<file path="src/hw/rtl/sfp_pkg.sv">
`timescale 1ns / 1ps

package sfp_pkg;

  localparam logic [7:0] SYNC_BYTE   = 8'hAA;
  localparam logic [7:0] TYPE_BYTE   = 8'h03;
  localparam logic [7:0] OFFSET_BYTE = 8'h02;
  localparam logic [7:0] LEN_BYTE    = 8'h06;

  localparam int PAYLOAD_LEN      = 6;
  localparam int PAYLOAD_IDX_W    = $clog2(PAYLOAD_LEN);
  localparam int SYNC_RUN_W       = 3;
  localparam int SYNC_RUN_LEN_DEF = 4;
  localparam int COUNT_WIDTH_DEF  = 16;
  localparam int FRAME_CNT_W      = 16;
  localparam int OUT_DATA_W       = 88;

  typedef enum logic [2:0] {
    PH_HUNT,
    PH_TYPE,
    PH_OFFSET,
    PH_LEN,
    PH_DATA,
    PH_CHECK
  } phase_t;

  // result word as carried on tdata, lowest field in the lowest bits
  typedef struct packed {
    logic [6:0]             pad;
    logic [FRAME_CNT_W-1:0] bad_frames;
    logic [FRAME_CNT_W-1:0] good_frames;
    logic signed [31:0]     cycle_value;
    logic signed [15:0]     pulse_value;
    logic                   checksum_ok;
  } result_t;

  // xor of the sync run followed by type, offset and length
  function automatic logic [7:0] prefix_xor(input int run_len);
    logic [7:0] x;
    int         k;
    x = 8'h00;
    for (k = 0; k < run_len; k++) begin
      x = x ^ SYNC_BYTE;
    end
    return x ^ TYPE_BYTE ^ OFFSET_BYTE ^ LEN_BYTE;
  endfunction

endpackage

</file>
<file path="src/hw/rtl/serial_frame_parser_unit.sv">
`timescale 1ns / 1ps
// serial frame parser
// in_* channel: one received byte per request on in_tdata[7:0]. a run of
// SYNC_RUN_LENGTH bytes of 0xaa starts a frame anywhere in the stream; then
// type 0x03, offset 0x02, length 0x06, six payload bytes and a check byte
// (xor of all frame bytes) must follow.
// out_* channel: one request per check byte: checksum flag, pulse and cycle
// latches, good and bad frame counts (low 16 bits).
// the result is registered (output register, or skid slot while stalled).
// throughput: one byte per cycle while in_tready is high, every byte handled
// in one pass of logic from the parser state registers to the output register.
// stall: an output register plus one skid slot hold results; in_tready only
// drops when both are full, i.e. out_tready held low across two results.
// reset: parser hunts for a header, latches and counters clear, no result
// is pending. the payload bytes are not cleared.
module serial_frame_parser_unit
  import sfp_pkg::*;
#(
  parameter int SYNC_RUN_LENGTH = SYNC_RUN_LEN_DEF,
  parameter int COUNT_WIDTH     = COUNT_WIDTH_DEF
) (
  input  logic                  clk,
  input  logic                  rst_n,
  input  logic                  in_tvalid,
  output logic                  in_tready,
  input  logic [7:0]            in_tdata,   // rx_byte
  output logic                  out_tvalid,
  input  logic                  out_tready,
  // checksum_ok, pulse_value, cycle_value, good_frames, bad_frames, zero pad
  output logic [OUT_DATA_W-1:0] out_tdata
);

  localparam logic [SYNC_RUN_W-1:0]    RUN_DONE   = SYNC_RUN_W'(SYNC_RUN_LENGTH);
  localparam logic [7:0]               PREFIX_XOR = prefix_xor(SYNC_RUN_LENGTH);
  localparam logic [PAYLOAD_IDX_W-1:0] IDX_END    = PAYLOAD_IDX_W'(PAYLOAD_LEN);

  phase_t                    phase_r, phase_nxt;
  logic [SYNC_RUN_W-1:0]     sync_run_r, sync_run_nxt, run_inc;
  logic [PAYLOAD_IDX_W-1:0]  idx_r, idx_nxt, idx_inc;
  logic [7:0]                xor_r, xor_nxt;
  logic [7:0]                store_r [PAYLOAD_LEN];
  logic signed [15:0]        pulse_r, pulse_nxt;
  logic signed [31:0]        cycle_r, cycle_nxt;
  logic [COUNT_WIDTH-1:0]    good_cnt_r, good_cnt_nxt;
  logic [COUNT_WIDTH-1:0]    bad_cnt_r, bad_cnt_nxt;
  logic                      out_valid_r, skid_valid_r;
  result_t                   out_data_r, skid_data_r, res;
  logic                      in_fire, out_pop, hdr_done, chk_ok, res_push, store_we;

  assign in_tready  = !skid_valid_r;
  assign in_fire    = in_tvalid && in_tready;
  assign out_pop    = out_valid_r && out_tready;
  assign out_tvalid = out_valid_r;
  assign out_tdata  = out_data_r;

  assign run_inc  = (in_tdata == SYNC_BYTE) ? SYNC_RUN_W'(sync_run_r + 1'b1) : '0;
  assign hdr_done = (run_inc == RUN_DONE);
  assign idx_inc  = PAYLOAD_IDX_W'(idx_r + 1'b1);
  assign chk_ok   = (xor_r == in_tdata);
  assign store_we = in_fire && !hdr_done && (phase_r == PH_DATA) && (idx_r < IDX_END);

  always_comb begin
    sync_run_nxt = sync_run_r;
    if (in_fire) begin
      sync_run_nxt = hdr_done ? '0 : run_inc;
    end
  end

  // next state
  always_comb begin
    phase_nxt = phase_r;
    if (in_fire) begin
      if (hdr_done) begin
        phase_nxt = PH_TYPE;
      end else begin
        case (phase_r)
          PH_TYPE:   phase_nxt = (in_tdata == TYPE_BYTE) ? PH_OFFSET : PH_HUNT;
          PH_OFFSET: phase_nxt = (in_tdata == OFFSET_BYTE) ? PH_LEN : PH_HUNT;
          PH_LEN:    phase_nxt = (in_tdata == LEN_BYTE) ? PH_DATA : PH_HUNT;
          PH_DATA:   phase_nxt = (idx_inc >= IDX_END) ? PH_CHECK : PH_DATA;
          PH_CHECK:  phase_nxt = PH_HUNT;
          default:   phase_nxt = PH_HUNT;
        endcase
      end
    end
  end

  // datapath and result
  always_comb begin
    idx_nxt      = idx_r;
    xor_nxt      = xor_r;
    pulse_nxt    = pulse_r;
    cycle_nxt    = cycle_r;
    good_cnt_nxt = good_cnt_r;
    bad_cnt_nxt  = bad_cnt_r;
    res_push     = 1'b0;
    if (in_fire && !hdr_done) begin
      case (phase_r)
        PH_LEN: begin
          if (in_tdata == LEN_BYTE) begin
            idx_nxt = '0;
            xor_nxt = PREFIX_XOR;
          end
        end
        PH_DATA: begin
          idx_nxt = idx_inc;
          xor_nxt = xor_r ^ in_tdata;
        end
        PH_CHECK: begin
          res_push = 1'b1;
          if (chk_ok) begin
            pulse_nxt    = $signed({store_r[1], store_r[0]});
            cycle_nxt    = $signed({store_r[5], store_r[4], store_r[3], store_r[2]});
            good_cnt_nxt = COUNT_WIDTH'(good_cnt_r + 1'b1);
          end else begin
            bad_cnt_nxt = COUNT_WIDTH'(bad_cnt_r + 1'b1);
          end
        end
        default: ;
      endcase
    end
    res.pad         = '0;
    res.checksum_ok = chk_ok;
    res.pulse_value = pulse_nxt;
    res.cycle_value = cycle_nxt;
    res.good_frames = FRAME_CNT_W'(good_cnt_nxt);
    res.bad_frames  = FRAME_CNT_W'(bad_cnt_nxt);
  end

  always_ff @(posedge clk) begin
    if (store_we) begin
      store_r[idx_r] <= in_tdata;
    end
  end

  always_ff @(posedge clk) begin
    if (!rst_n) begin
      phase_r    <= PH_HUNT;
      sync_run_r <= '0;
      idx_r      <= '0;
      xor_r      <= '0;
      pulse_r    <= '0;
      cycle_r    <= '0;
      good_cnt_r <= '0;
      bad_cnt_r  <= '0;
    end else begin
      phase_r    <= phase_nxt;
      sync_run_r <= sync_run_nxt;
      idx_r      <= idx_nxt;
      xor_r      <= xor_nxt;
      pulse_r    <= pulse_nxt;
      cycle_r    <= cycle_nxt;
      good_cnt_r <= good_cnt_nxt;
      bad_cnt_r  <= bad_cnt_nxt;
    end
  end

  // output register with one skid slot behind it
  always_ff @(posedge clk) begin
    if (!rst_n) begin
      out_valid_r  <= 1'b0;
      skid_valid_r <= 1'b0;
    end else if (skid_valid_r) begin
      if (out_pop) begin
        skid_valid_r <= 1'b0;
      end
    end else if (res_push) begin
      if (out_valid_r && !out_pop) begin
        skid_valid_r <= 1'b1;
      end
      out_valid_r <= 1'b1;
    end else if (out_pop) begin
      out_valid_r <= 1'b0;
    end
  end

  always_ff @(posedge clk) begin
    if (skid_valid_r) begin
      if (out_pop) begin
        out_data_r <= skid_data_r;
      end
    end else if (res_push) begin
      if (out_valid_r && !out_pop) begin
        skid_data_r <= res;
      end else begin
        out_data_r <= res;
      end
    end
  end

endmodule

</file>
<file path="config.mk">
export PLATFORM = sky130hd
export DESIGN_NAME = serial_frame_parser_unit
export DESIGN_NICKNAME = d
export VERILOG_FILES = /design/src/hw/rtl/sfp_pkg.sv /design/src/hw/rtl/serial_frame_parser_unit.sv
export SDC_FILE = /design/constraint.sdc
export NUM_CORES = 1
export LEC_CHECK = 0
export BUFFER_PORTS_ARGS = -buffer_cell sky130_fd_sc_hd__buf_2
export CORE_AREA = 3 3 141 143
export DETAILED_ROUTE_END_ITERATION = 8
export DIE_AREA = 0 0 144 146
export PLACE_DENSITY = 0.9
export SYNTH_ARGS = -nofsm -noshare
export SYNTH_HDL_FRONTEND = slang
export SYNTH_SLANG_ARGS = --single-unit
</file>
<file path="constraint.sdc">
create_clock -name clk -period 10.19 [get_ports clk]
set_input_delay 0.5095 -clock clk [delete_from_list [all_inputs] [get_ports clk]]
set_output_delay 0.5095 -clock clk [all_outputs]
set_load 0.05 [all_outputs]
</file>
### Word-level counts from Yosys, hierarchy flattened

Memory sizes are Yosys's and may differ from the RTL's.
Index checks and enable logic that the tools add are counted.

| operators by class | value |
|---|---|
| bitwise gates (word level) | 2 |
| add/subtract/negate cells | 4 |
| $lt $le $gt $ge | 2 |
| reductions and logical operators | 16 |
| equal/unequal tests | 14 |
| muxes and demuxes | 38 |

Operator list:

| kind | number |
|---|---|
| $mux 88 | 4 |
| $mux 16 | 9 |
| $mux 32 | 3 |
| $add 16x1->16 const B | 2 |
| $eq 8x2->1 const B | 2 |
| $pmux 8 s2 | 1 |
| $mux 3 | 5 |
| $pmux 3 s4 | 1 |
| $mux 1 | 11 |
| $eq 3x3->1 const B | 3 |
| $reduce_and 3->1 | 3 |
| $eq 8x3->1 const B | 1 |
| $eq 8x8->1 | 1 |
| $eq 8x8->1 const B | 1 |
| $mux 8 | 1 |
| $xor 8x8->8 | 1 |
| $add 3x1->3 const B | 2 |
| $eq 3x2->1 const B | 2 |
| $logic_and 1x1->1 | 6 |
| $pmux 3 s2 | 1 |
| $reduce_bool 2->1 | 3 |
| $mux 2 | 2 |
| $ne 2x2->1 const B | 2 |
| $eq 3x1->1 const B | 1 |
| 6 further kinds | 8 |

| storage, ports and cells | value |
|---|---|
| output and inout port bits | 90 |
| bits in writable memories | 48 |
| logic and storage cells | 98 |
| memories | 1 |
| register bits | 268 |
| input bits | 12 |

Memories:

| name | words | width | read ports | clocked after memory_dff | wr ports | line | text |
|---|---|---|---|---|---|---|---|
| store_r | 6 | 8 | 6 | 0 | 1 | serial_frame_parser_unit.sv:41 | `logic [7:0] store_r [PAYLOAD_LEN];` |

### Longest topological paths before layout

Gate-level depths: netlist of the first run.

| logic depth | value |
|---|---|
| depth in word-level cells | 9 |
| mapped depth | 8 |
| gate-level depth less buffers | 6 |

### Least setup slack after synthesis of the first run

No wires, ideal clock.

| timing path | value |
|---|---|
| path type | register to register |
| start point | reg sync_run_r[0] |
| end point | reg out_data_r, in the netlist out_tdata[0] (enable) |
| setup slack | 4389 ps |
| buffers on the path | 2 |
| clock period less this slack | 5801 ps |
| data arrival time | 5254 ps |
| required time | 9643 ps |
| library setup time | 547 ps |
| cell stages (with the launch flop) | 8 |
| cell sequence | dfxtp_1 > ha_1 > nand2b_1 > or4b_1 > buf_2 > nand3_1 > buf_2 > a21oi_1 |

| on the way | value |
|---|---|
| cells in the longest elaborated chain, start to end | 8 |

RTL lines:

| what | line | text |
|---|---|---|
| start: declaration | serial_frame_parser_unit.sv:38 | `logic [SYNC_RUN_W-1:0] sync_run_r, sync_run_nxt, run_inc;` |
| start signal: assignment | serial_frame_parser_unit.sv:148 | `sync_run_r <= sync_run_nxt;` |
| $add 3x1->3 | serial_frame_parser_unit.sv:56 | `assign run_inc = (in_tdata == SYNC_BYTE) ? SYNC_RUN_W'(sync_run_r + 1'b1) : '0;` |
| $mux 3 | serial_frame_parser_unit.sv:56 |  |
| $eq 3x3->1 | serial_frame_parser_unit.sv:57 | `assign hdr_done = (run_inc == RUN_DONE);` |
| $logic_not 1->1 | serial_frame_parser_unit.sv:97 | `if (in_fire && !hdr_done) begin` |
| $logic_and 1x1->1 | serial_frame_parser_unit.sv:97 |  |
| $mux 1 | serial_frame_parser_unit.sv:97 |  |
| $reduce_bool 2->1 (no source line) | n/a |  |
| $reduce_and 3->1 (no source line) | n/a |  |
| end signal: assignment | serial_frame_parser_unit.sv:180 | `out_data_r <= skid_data_r;` |
| end signal: assignment | serial_frame_parser_unit.sv:186 | `out_data_r <= res;` |
| end: declaration | serial_frame_parser_unit.sv:47 | `result_t out_data_r, skid_data_r, res;` |

Every way passes these cells.
A chain may end at the register's enable or synchronous reset.

### Worst setup path after layout of the first run

| timing path | value |
|---|---|
| start point | reg skid_valid_r |
| end point | out in_tready |

| on the way | value |
|---|---|
| cells in the longest elaborated chain, start to end | 1 |

RTL lines:

| what | line | text |
|---|---|---|
| start: declaration | serial_frame_parser_unit.sv:46 | `logic out_valid_r, skid_valid_r;` |
| start signal: assignment | serial_frame_parser_unit.sv:162 | `skid_valid_r <= 1'b0;` |
| start signal: assignment | serial_frame_parser_unit.sv:165 | `skid_valid_r <= 1'b0;` |
| start signal: assignment | serial_frame_parser_unit.sv:169 | `skid_valid_r <= 1'b1;` |
| $logic_not 1->1 | serial_frame_parser_unit.sv:50 | `assign in_tready = !skid_valid_r;` |
| end: declaration | serial_frame_parser_unit.sv:25 | `output logic in_tready,` |

Every way passes these cells.

==> results of run 1 <==
-- per-stage QoR --
| step | utilization | cells | instance area (µm²) | total power [mW] |
|---|---|---|---|---|
| after global placement | 0.6731 | 1258 | 12590 | 1.380 |
| after CTS | 0.7216 | 1310 | 13500 | 2.389 |
| final | 0.7216 | 1310 | 13500 | 2.379 |
| after detailed placement | 0.6731 | 1258 | 12590 | 1.380 |
| after global routing | 0.7216 | 1310 | 13500 | 2.446 |
| after floorplan | - | 969 | 11940 | 1.371 |
-- layout make-up --
type,count,area (µm²),share of cell area
Sequential cell,309,8288,0.6140
Multi-Input combinational cell,552,3237,0.2398
Clock buffer,36,740.7,0.05488
Timing Repair Buffer,105,553.0,0.04097
Tap cell,234,292.8,0.02169
Inverter,58,220.2,0.01631
Clock inverter,16,166.4,0.01233
-- flip-flops by register name, summed over array words and instances (netlist names) --
name / flops
skid_data_r: 81
sync_run_r: 3
out_tvalid: 1
bad_cnt_r: 16
out_tdata: 81
idx_r: 3
good_cnt_r: 16
pulse_r: 16
store_r: 48
phase_r: 3
skid_valid_r: 1
xor_r: 8
cycle_r: 32
-- routing by layer --
metal	global-route usage	vias to the layer above	part of all wire
met5	0	-	0.00051
met2	0.3878	373	0.49
li1	-	3621	-
met4	0.07203	2	0.025
met3	0.04042	61	0.082
met1	0.3335	3768	0.40
-- power groups by stage --
| stage | Combinational [mW] | Clock [mW] | Sequential [mW] |
|---|---|---|---|
| 2_1_floorplan | 0.0180 | 0 | 1.35 |
| 3_3_place_gp | 0.0270 | 0 | 1.35 |
| 3_5_place_dp | 0.0273 | 0 | 1.35 |
| 4_1_cts | 0.0276 | 1.04 | 1.33 |
| 5_1_grt | 0.0299 | 1.09 | 1.32 |
| 6_report | 0.0283 | 1.03 | 1.33 |
-- critical path, stage by stage (launching register included) --
cell	delay (ns)
sky130_fd_sc_hd__dfxtp_1	0.51
sky130_fd_sc_hd__inv_4	0.52
sky130_fd_sc_hd__buf_4	0.85
sky130_fd_sc_hd__buf_2	0.42
-- cell families (layout without fill, tap and decap cells) --
| group | after synthesis | count (layout) | synth area share |
|---|---|---|---|
| flops | 309 | 309 | 0.6954 |
| simple gates | 299 | 299 | 0.1197 |
| compound gates | 164 | 164 | 0.07716 |
| buf+inv | 108 | 215 | 0.03769 |
| mux | 60 | 60 | 0.05144 |
| xor+xnor | 17 | 17 | 0.01312 |
| fa+ha+maj | 5 | 5 | 0.005249 |
| other cells | 1 | 7 | 0.0003146 |
-- cells in the final DEF, fill, tap and decap left out, types with 8 or more instances in the layout --
cell type,instances
sky130_fd_sc_hd__dfxtp_1,99
sky130_fd_sc_hd__a31oi_1,26
sky130_fd_sc_hd__nor3_1,9
sky130_fd_sc_hd__clkbuf_16,28
sky130_fd_sc_hd__nand2_1,43
sky130_fd_sc_hd__mux2i_1,53
sky130_fd_sc_hd__nand3_1,15
sky130_fd_sc_hd__o21ai_0,32
sky130_fd_sc_hd__inv_1,55
sky130_fd_sc_hd__nand2b_1,8
sky130_fd_sc_hd__buf_2,94
sky130_fd_sc_hd__edfxtp_1,210
sky130_fd_sc_hd__buf_4,11
sky130_fd_sc_hd__nand4_1,8
sky130_fd_sc_hd__nor2_1,144
sky130_fd_sc_hd__or3_1,23
sky130_fd_sc_hd__a21oi_1,84
sky130_fd_sc_hd__xnor2_1,13
-- worst max path at each step --
stage | endpoint | cells after the start
global placement | out_tdata[78] | 6
floorplan | out_tdata[0] | 7
detailed placement | out_tdata[36] | 7
finish | in_tready | 3
CTS | in_tready | 3
global route | in_tready | 3
==> results.rst, run 1 <==
.. list-table::
   :header-rows: 1

   * - Metric
     - Value
   * - Worst hold path startpoint
     - out_tready
   * - Endpoint type of the worst setup path
     - output pin
   * - Class of the most critical hold timing path
     - input pin to register
   * - Number of buffers added by the clock tree synthesis step
     - 28
   * - Switching power of the nets
     - 0.4783 mW
   * - Largest net degree at the start of global routing
     - 97
   * - Static leakage power
     - 4.919 nW
   * - Share of async-settable or async-resettable flops after synthesis
     - 0
   * - HPWL Detailed
     - 14.63 mm
   * - Nets@finish
     - 1071
   * - First-pass GRT wire length
     - 39.90 mm
   * - Kind of critical path
     - register to output pin
   * - RePlAce Congestion
     - 0.8246
   * - Synthesis-to-finish area growth
     - 13.25%
   * - Overall die area
     - 0.02102 mm²
   * - Total number of yosys warnings
     - 0
   * - Power per unit of standard cell area
     - 176.3 mW/mm²
   * - Tot GR Track Use
     - 0.2388
   * - RSZ-0062 raised after global routing
     - no
   * - Shortest period the worst path allows
     - 3.395 ns
   * - Leading post-synthesis cells by cell area
     - sky130_fd_sc_hd__edfxtp_1, sky130_fd_sc_hd__dfxtp_1, sky130_fd_sc_hd__nor2_1
   * - Hold violation count in the final report
     - 0
   * - Signal arrival time at the worst endpoint
     - 2.89 ns
   * - Run status
     - finished clean
   * - Worst EP required
     - 9.68 ns
   * - Combinational Power Share
     - 0.012
   * - Max transition margin
     - 0.2544
   * - Capture point of the worst reg-to-reg path
     - skid_data_r[30]
   * - Crit Path Max Fanout
     - 96
   * - FF-to-FF Start
     - skid_valid_r
   * - Cell variety after synth
     - 53
   * - Share of power burned in the clock network
     - 0.431
   * - Critical path launch point type
     - register
   * - Final setup fails
     - 0
   * - Int Pwr
     - 1.901 mW
   * - Clock-pin slew on the worst setup and hold paths
     - 0.05 ns
   * - Portion of the post-synthesis area used by sequential elements
     - 0.6954
   * - Number of buffers on the longest clock path
     - 3
   * - Most instantiated cells after synthesis
     - sky130_fd_sc_hd__edfxtp_1, sky130_fd_sc_hd__nor2_1, sky130_fd_sc_hd__dfxtp_1
   * - TritonCTS clock tree
     - yes
   * - Final-report max-slew violation count
     - 0
   * - Antenna diode count
     - 0
   * - Proportion of layout cells with a drive suffix above 1
     - 0.1617
   * - DRC violation total after the first TritonRoute iteration
     - 881
   * - H-tree levels
     - 1
   * - Total congestion overflow after global routing
     - 0
   * - Count of filler cells inserted in the layout
     - 1124
   * - Total vias in the final route
     - 7825
   * - # hold bufs at CTS
     - 0
   * - Measured slew at the worst slew-check pin
     - 1.110 ns
   * - Number of storage elements in the synthesis netlist
     - 309
   * - Number of instances resized during post-cts repair
     - 0
   * - Syn avg cell area
     - 12.38 µm²
   * - Die extent in y
     - 146 µm
   * - Worst clock skew
     - 0.03455 ns
   * - Number of global-route vias before repair
     - 7562
   * - Final sum of negative setup slack
     - 0 ns
   * - Rows
     - 50
   * - Register-to-Register Path Depth
     - 5
   * - Max-cap viol count
     - 0
   * - Area fraction of the dominant cell type after synthesis
     - 0.5291
   * - Ratio of routed vias to standard cells
     - 5.973
   * - Number of clock sinks
     - 309
   * - Worst slack after detailed placement
     - 6.970 ns
   * - Summed instance area of the synthesized netlist
     - 0.01192 mm²
   * - Core ar.
     - 0.01871 mm²
   * - Post-synth top flop
     - sky130_fd_sc_hd__edfxtp_1
   * - Cell accounting for the most synthesized area
     - sky130_fd_sc_hd__edfxtp_1
   * - 1st-pass router iterations
     - 5
   * - Remaining number of nets flagged by the antenna check after routing
     - 0
   * - Register-to-Register Setup Slack
     - 6.96 ns
   * - Number of cells traversed by the worst hold path
     - 2
   * - Final period util
     - 0.3332
   * - Antenna violations before repair
     - 1
   * - Wirelength per Cell
     - 19.34 µm
   * - Power share of the sequential group
     - 0.557
   * - Clock root cell
     - sky130_fd_sc_hd__clkbuf_16
   * - Hold EP
     - skid_valid_r
   * - Post-synth EDFFs
     - 210
   * - Port Buf Inserts
     - 94
   * - Detailed-route DRC error count
     - 0
   * - DRT Wirelength
     - 25.33 mm
   * - Synthesized instance count
     - 963
   * - CP startpoint
     - skid_valid_r
   * - Max Freq
     - 294.5 MHz
   * - I/O Pins
     - 102
   * - Worst-case vdd ir drop
     - 0.1549 mV
   * - X dimension of the die
     - 144 µm
   * - Number of buffers added for setup after CTS
     - 0
   * - Most common cell in the netlist
     - sky130_fd_sc_hd__edfxtp_1
   * - Switching fraction of total power
     - 0.2010
   * - Final setup slack of the worst path
     - 6.795 ns
   * - Initial core utilization
     - 0.6372
   * - Final hold slack
     - 0.1986 ns
   * - Clk_lat worst skew
     - 0.56 ns
(Power assumes the default switching activity.)
==> inputs of run 2 (changes only) <==
--- a/config.mk
+++ b/config.mk
@@ -5,11 +5,12 @@
 export SDC_FILE = /design/constraint.sdc
 export NUM_CORES = 1
 export LEC_CHECK = 0
+export ABC_AREA = 1
 export BUFFER_PORTS_ARGS = -buffer_cell sky130_fd_sc_hd__buf_2
-export CORE_AREA = 3 3 141 143
+export CORE_AREA = 3 3 155 157
 export DETAILED_ROUTE_END_ITERATION = 8
-export DIE_AREA = 0 0 144 146
-export PLACE_DENSITY = 0.9
+export DIE_AREA = 0 0 158 160
+export PLACE_DENSITY = 0.8
 export SYNTH_ARGS = -nofsm -noshare
 export SYNTH_HDL_FRONTEND = slang
 export SYNTH_SLANG_ARGS = --single-unit
==> constraint.sdc (replaced) <==
create_clock -name clk -period 2.89 [get_ports clk]
set_input_delay 0.1445 -clock clk [delete_from_list [all_inputs] [get_ports clk]]
set_output_delay 0.1445 -clock clk [all_outputs]
set_load 0.05 [all_outputs]
==> run 2 against run 1 <==
- critical path depth grew 1
- synthesized cell count grew 21%
- sequential power grew to 3.5 times the previous value
- clock power grew to 3.7 times the previous value
- worst hold slack lost 0.13 ns
- combinational power grew to 4.1 times the previous value
- non-clock buffer count grew 15
- die area grew 20%
- wire length shrank 2.5%
- first-iteration DRC count shrank 21%
- sequential cell count is the same
- critical path type unchanged
- largest cell class unchanged
- highest routed layer is now met4
==> results.rst, run 2 <==
.. list-table::
   :header-rows: 1

   * - Metric
     - Value
   * - Max Freq
     - 390.4 MHz
   * - Highest-count cells in the layout ignoring fill and taps
     - sky130_fd_sc_hd__nand2_1, sky130_fd_sc_hd__edfxtp_1, sky130_fd_sc_hd__dfxtp_1
   * - Worst path max stage delay
     - 0.76 ns (-0.09 ns)
   * - Measured slew at the worst slew-check pin
     - 0.8940 ns (-0.2158 ns)
   * - RSZ-0062 raised after global routing
     - no
   * - FF-to-FF Start
     - sync_run_r[0]
   * - Class of the most critical hold timing path
     - input pin to register
   * - Area fraction of the dominant cell type after synthesis
     - 0.5233 (-0.005822)
   * - Final setup fails
     - 0 (unchanged)
   * - Tot GR Track Use
     - 0.1939 (-0.04487)
   * - TritonCTS clock tree
     - yes
   * - Total number of yosys warnings
     - 0 (unchanged)
   * - Port Buf Inserts
     - 94 (unchanged)
   * - Die extent in y
     - 160 µm (+9.6%)
   * - X dimension of the die
     - 158 µm (+9.7%)
   * - Worst hold path startpoint
     - in_tvalid
   * - Hold EP
     - phase_r[1]
   * - Static leakage power
     - 5.906 nW (+20%)
   * - Number of clock sinks
     - 309 (unchanged)
   * - Antenna diode count
     - 0 (unchanged)
   * - H-tree levels
     - 1 (unchanged)
   * - Final setup slack of the worst path
     - 0.3282 ns (-6.466 ns)
   * - Register-to-Register Setup Slack
     - 0.45 ns (-6.51 ns)
   * - Wirelength per Cell
     - 15.63 µm (-19%)
   * - Clk_lat worst skew
     - 0.54 ns (-0.02 ns)
   * - Total vias in the final route
     - 8339 (+6.6%)
   * - Register-to-Register Path Depth
     - 8 (+3)
   * - Total instance count after detailed placement
     - 1514 (+20%)
   * - Max transition margin
     - 0.4040 (+0.1496)
   * - Layout Cells excl Fill
     - 1580 (+21%)
   * - Number of buffers added for setup after CTS
     - 0 (unchanged)
   * - Detailed-route DRC error count
     - 0 (unchanged)
   * - Number of storage elements in the synthesis netlist
     - 309 (unchanged)
   * - Overall die area
     - 0.02528 mm² (+20%)
   * - Most Frequent Cell on Critical Path
     - sky130_fd_sc_hd__buf_4
   * - Number of global-route vias before repair
     - 7962 (+5.3%)
   * - Library cell contributing the largest single delay on the critical path
     - sky130_fd_sc_hd__buf_4
   * - Hold violation count in the final report
     - 0 (unchanged)
   * - Antenna violations before repair
     - 0 (-1)
   * - Leading post-synthesis cells by cell area
     - sky130_fd_sc_hd__edfxtp_1, sky130_fd_sc_hd__dfxtp_1, sky130_fd_sc_hd__nand2_1
   * - Commonest non-fill, non-tap cell in the layout
     - sky130_fd_sc_hd__nand2_1
   * - DRT Wirelength
     - 24.70 mm (-2.5%)
   * - Remaining number of nets flagged by the antenna check after routing
     - 0 (unchanged)
   * - Worst EP required
     - 2.75 ns (-6.93 ns)
   * - Ratio of routed vias to standard cells
     - 5.278 (-12%)
   * - Worst clock skew
     - 0.009271 ns (-0.02528 ns)
   * - Most common cell in the netlist
     - sky130_fd_sc_hd__nand2_1
   * - Clock root cell
     - sky130_fd_sc_hd__clkbuf_16
   * - Nets@finish
     - 1288 (+20%)
   * - Cell breakdown of the critical path
     - clkinv_2, buf_4, buf_4, buf_2
   * - Shortest period the worst path allows
     - 2.562 ns
   * - Final-report max-slew violation count
     - 0 (unchanged)
   * - Synthesized instance count
     - 1164 (+21%)
   * - Proportion of layout cells with a drive suffix above 1
     - 0.1305 (-0.03121)
   * - Cell accounting for the most synthesized area
     - sky130_fd_sc_hd__edfxtp_1
   * - Largest net degree at the start of global routing
     - 93 (-4.1%)
   * - Max-cap viol count
     - 0 (unchanged)
   * - RePlAce Congestion
     - 0.8321 (+0.91%)
   * - Initial core utilization
     - 0.5323 (-0.1049)
   * - Run status
     - finished clean
   * - Share of async-settable or async-resettable flops after synthesis
     - 0 (unchanged)
   * - Number of buffers on the longest clock path
     - 3 (unchanged)
   * - Endpoint type of the worst setup path
     - output pin
   * - Total congestion overflow after global routing
     - 0 (unchanged)
   * - Signal arrival time at the worst endpoint
     - 2.42 ns (-0.47 ns)
   * - Number of buffers added by the clock tree synthesis step
     - 30 (+7.1%)
   * - I/O Pins
     - 102 (unchanged)
   * - Synthesis-to-finish area growth
     - 15.49%
   * - Count of filler cells inserted in the layout
     - 1754 (+56%)
   * - Worst slack after detailed placement
     - 0.4903 ns (-6.479 ns)
   * - Most instantiated cells after synthesis
     - sky130_fd_sc_hd__nand2_1, sky130_fd_sc_hd__edfxtp_1, sky130_fd_sc_hd__dfxtp_1
   * - Number of instances resized during post-cts repair
     - 0 (unchanged)
   * - Critical path launch point type
     - register
   * - DRC violation total after the first TritonRoute iteration
     - 699 (-21%)
   * - Kind of critical path
     - register to output pin
   * - Core ar.
     - 0.02264 mm² (+21%)
   * - Clock-pin slew on the worst setup and hold paths
     - 0.06 ns (about the same)
   * - Rows
     - 55 (+10%)
   * - Final period util
     - 0.8864
   * - First-pass GRT wire length
     - 39.81 mm (-0.22%)
   * - Crit Path Max Fanout
     - 88 (-8.3%)
   * - HPWL Detailed
     - 15.68 mm (+7.2%)
   * - Post-synth EDFFs
     - 210 (unchanged)
   * - Syn avg cell area
     - 10.35 µm² (-16%)
   * - Number of cells traversed by the worst hold path
     - 4 (+2)
   * - 1st-pass router iterations
     - 5 (unchanged)
   * - Worst-case vdd ir drop
     - 0.4929 mV (+220%)
   * - Summed instance area of the synthesized netlist
     - 0.01205 mm² (+1.1%)
   * - Portion of the post-synthesis area used by sequential elements
     - 0.6877 (-0.007652)
   * - Capture point of the worst reg-to-reg path
     - store_r[2][4]
   * - Power per unit of standard cell area
     - 620.2 mW/mm² (+250%)
   * - Post-synth top flop
     - sky130_fd_sc_hd__edfxtp_1
   * - Cell variety after synth
     - 33 (-38%)
   * - Final sum of negative setup slack
     - 0 ns (unchanged)
## run 2: changes by cell type after synthesis, sizes merged, moves of 11 or more
cell   before  now
o21ai      32   21
nor2      144   93
inv        56   90
mux2i      53    0
or3        23    0
xnor2      14    1
nand2      43  379
a31oi      26   49
nand3      15   44
nor3        9   20
## run 2: how the worst max path moves through the flow
stage,slack (ns),start,endpoint,cells after the start
after floorplan,0.06,sync_run_r[0],out_tdata[0],8
after global routing,0.17,skid_valid_r,in_tready,4
final,0.33,skid_valid_r,in_tready,4
after CTS,0.28,skid_valid_r,in_tready,4
after global placement,0.53,in_tdata[2],store_r[2][6],10
after detailed placement,0.49,sync_run_r[0],out_tdata[4],9
## run 2: cell type report
type	count	area [µm²]	share of cell area
Inverter	90	342.8	0.02463
Timing Repair Buffer	120	753.2	0.05412
Multi-Input combinational cell	720	3196	0.2296
Sequential cell	309	8288	0.5955
Tap cell	285	356.6	0.02562
Clock inverter	10	110.1	0.007911
Clock buffer	46	872.1	0.06266
## run 2: layer usage
metal  global-route usage  wire length (µm)  up-vias
met5                    0                 0        -
met1               0.2682             10800     3896
met2               0.3123             11690      269
met4              0.06648               681        0
met3              0.03360              1528       49
li1                     -                 -     4125
## run 2: power by group
group          leakage [nW]  switching [mW]  internal, mW  total (mW)
Clock                 0.484            1.58          2.26        3.84
Combinational          2.53          0.0902        0.0268       0.117
Sequential             2.89         0.00158          4.68        4.68
Total                  5.91            1.67          6.96        8.63
## run 2: repair_timing
item	CTS	global route
endpoints found under the hold margin	56	0
endpoints found under the setup margin	0	0
hold buffers	10	0
## run 2: through the flow
| step | utilization | cell area (µm²) | power, mW | hold WS (ns) |
|---|---|---|---|---|
| 4_1_cts | 0.6148 | 13920 | 8.696 | 0.02908 |
| 6_report | 0.6148 | 13920 | 8.633 | 0.06684 |
| 2_1_floorplan | - | 12090 | 4.844 | 0.2434 |
| 3_3_place_gp | 0.5670 | 12840 | 4.876 | 0.4490 |
| 3_5_place_dp | 0.5670 | 12840 | 4.877 | 0.4545 |
| 5_1_grt | 0.6148 | 13920 | 8.887 | 0.07173 |
## run 2: worst max-delay path, delay by kind of cell (launching register included)
kind                   cells  cell delay, ns
buffers and inverters      4            1.55
DFF                        1            0.32
## run 2: cells by family after synthesis
logic type      Yosys count  share of synthesized area
flops                   309                     0.6877
buf+inv                 141                    0.04963
other cells               1                  0.0003112
simple gates            548                     0.1843
xor+xnor                  3                   0.002181
fa+ha+maj                 5                   0.005191
compound gates          157                    0.07070
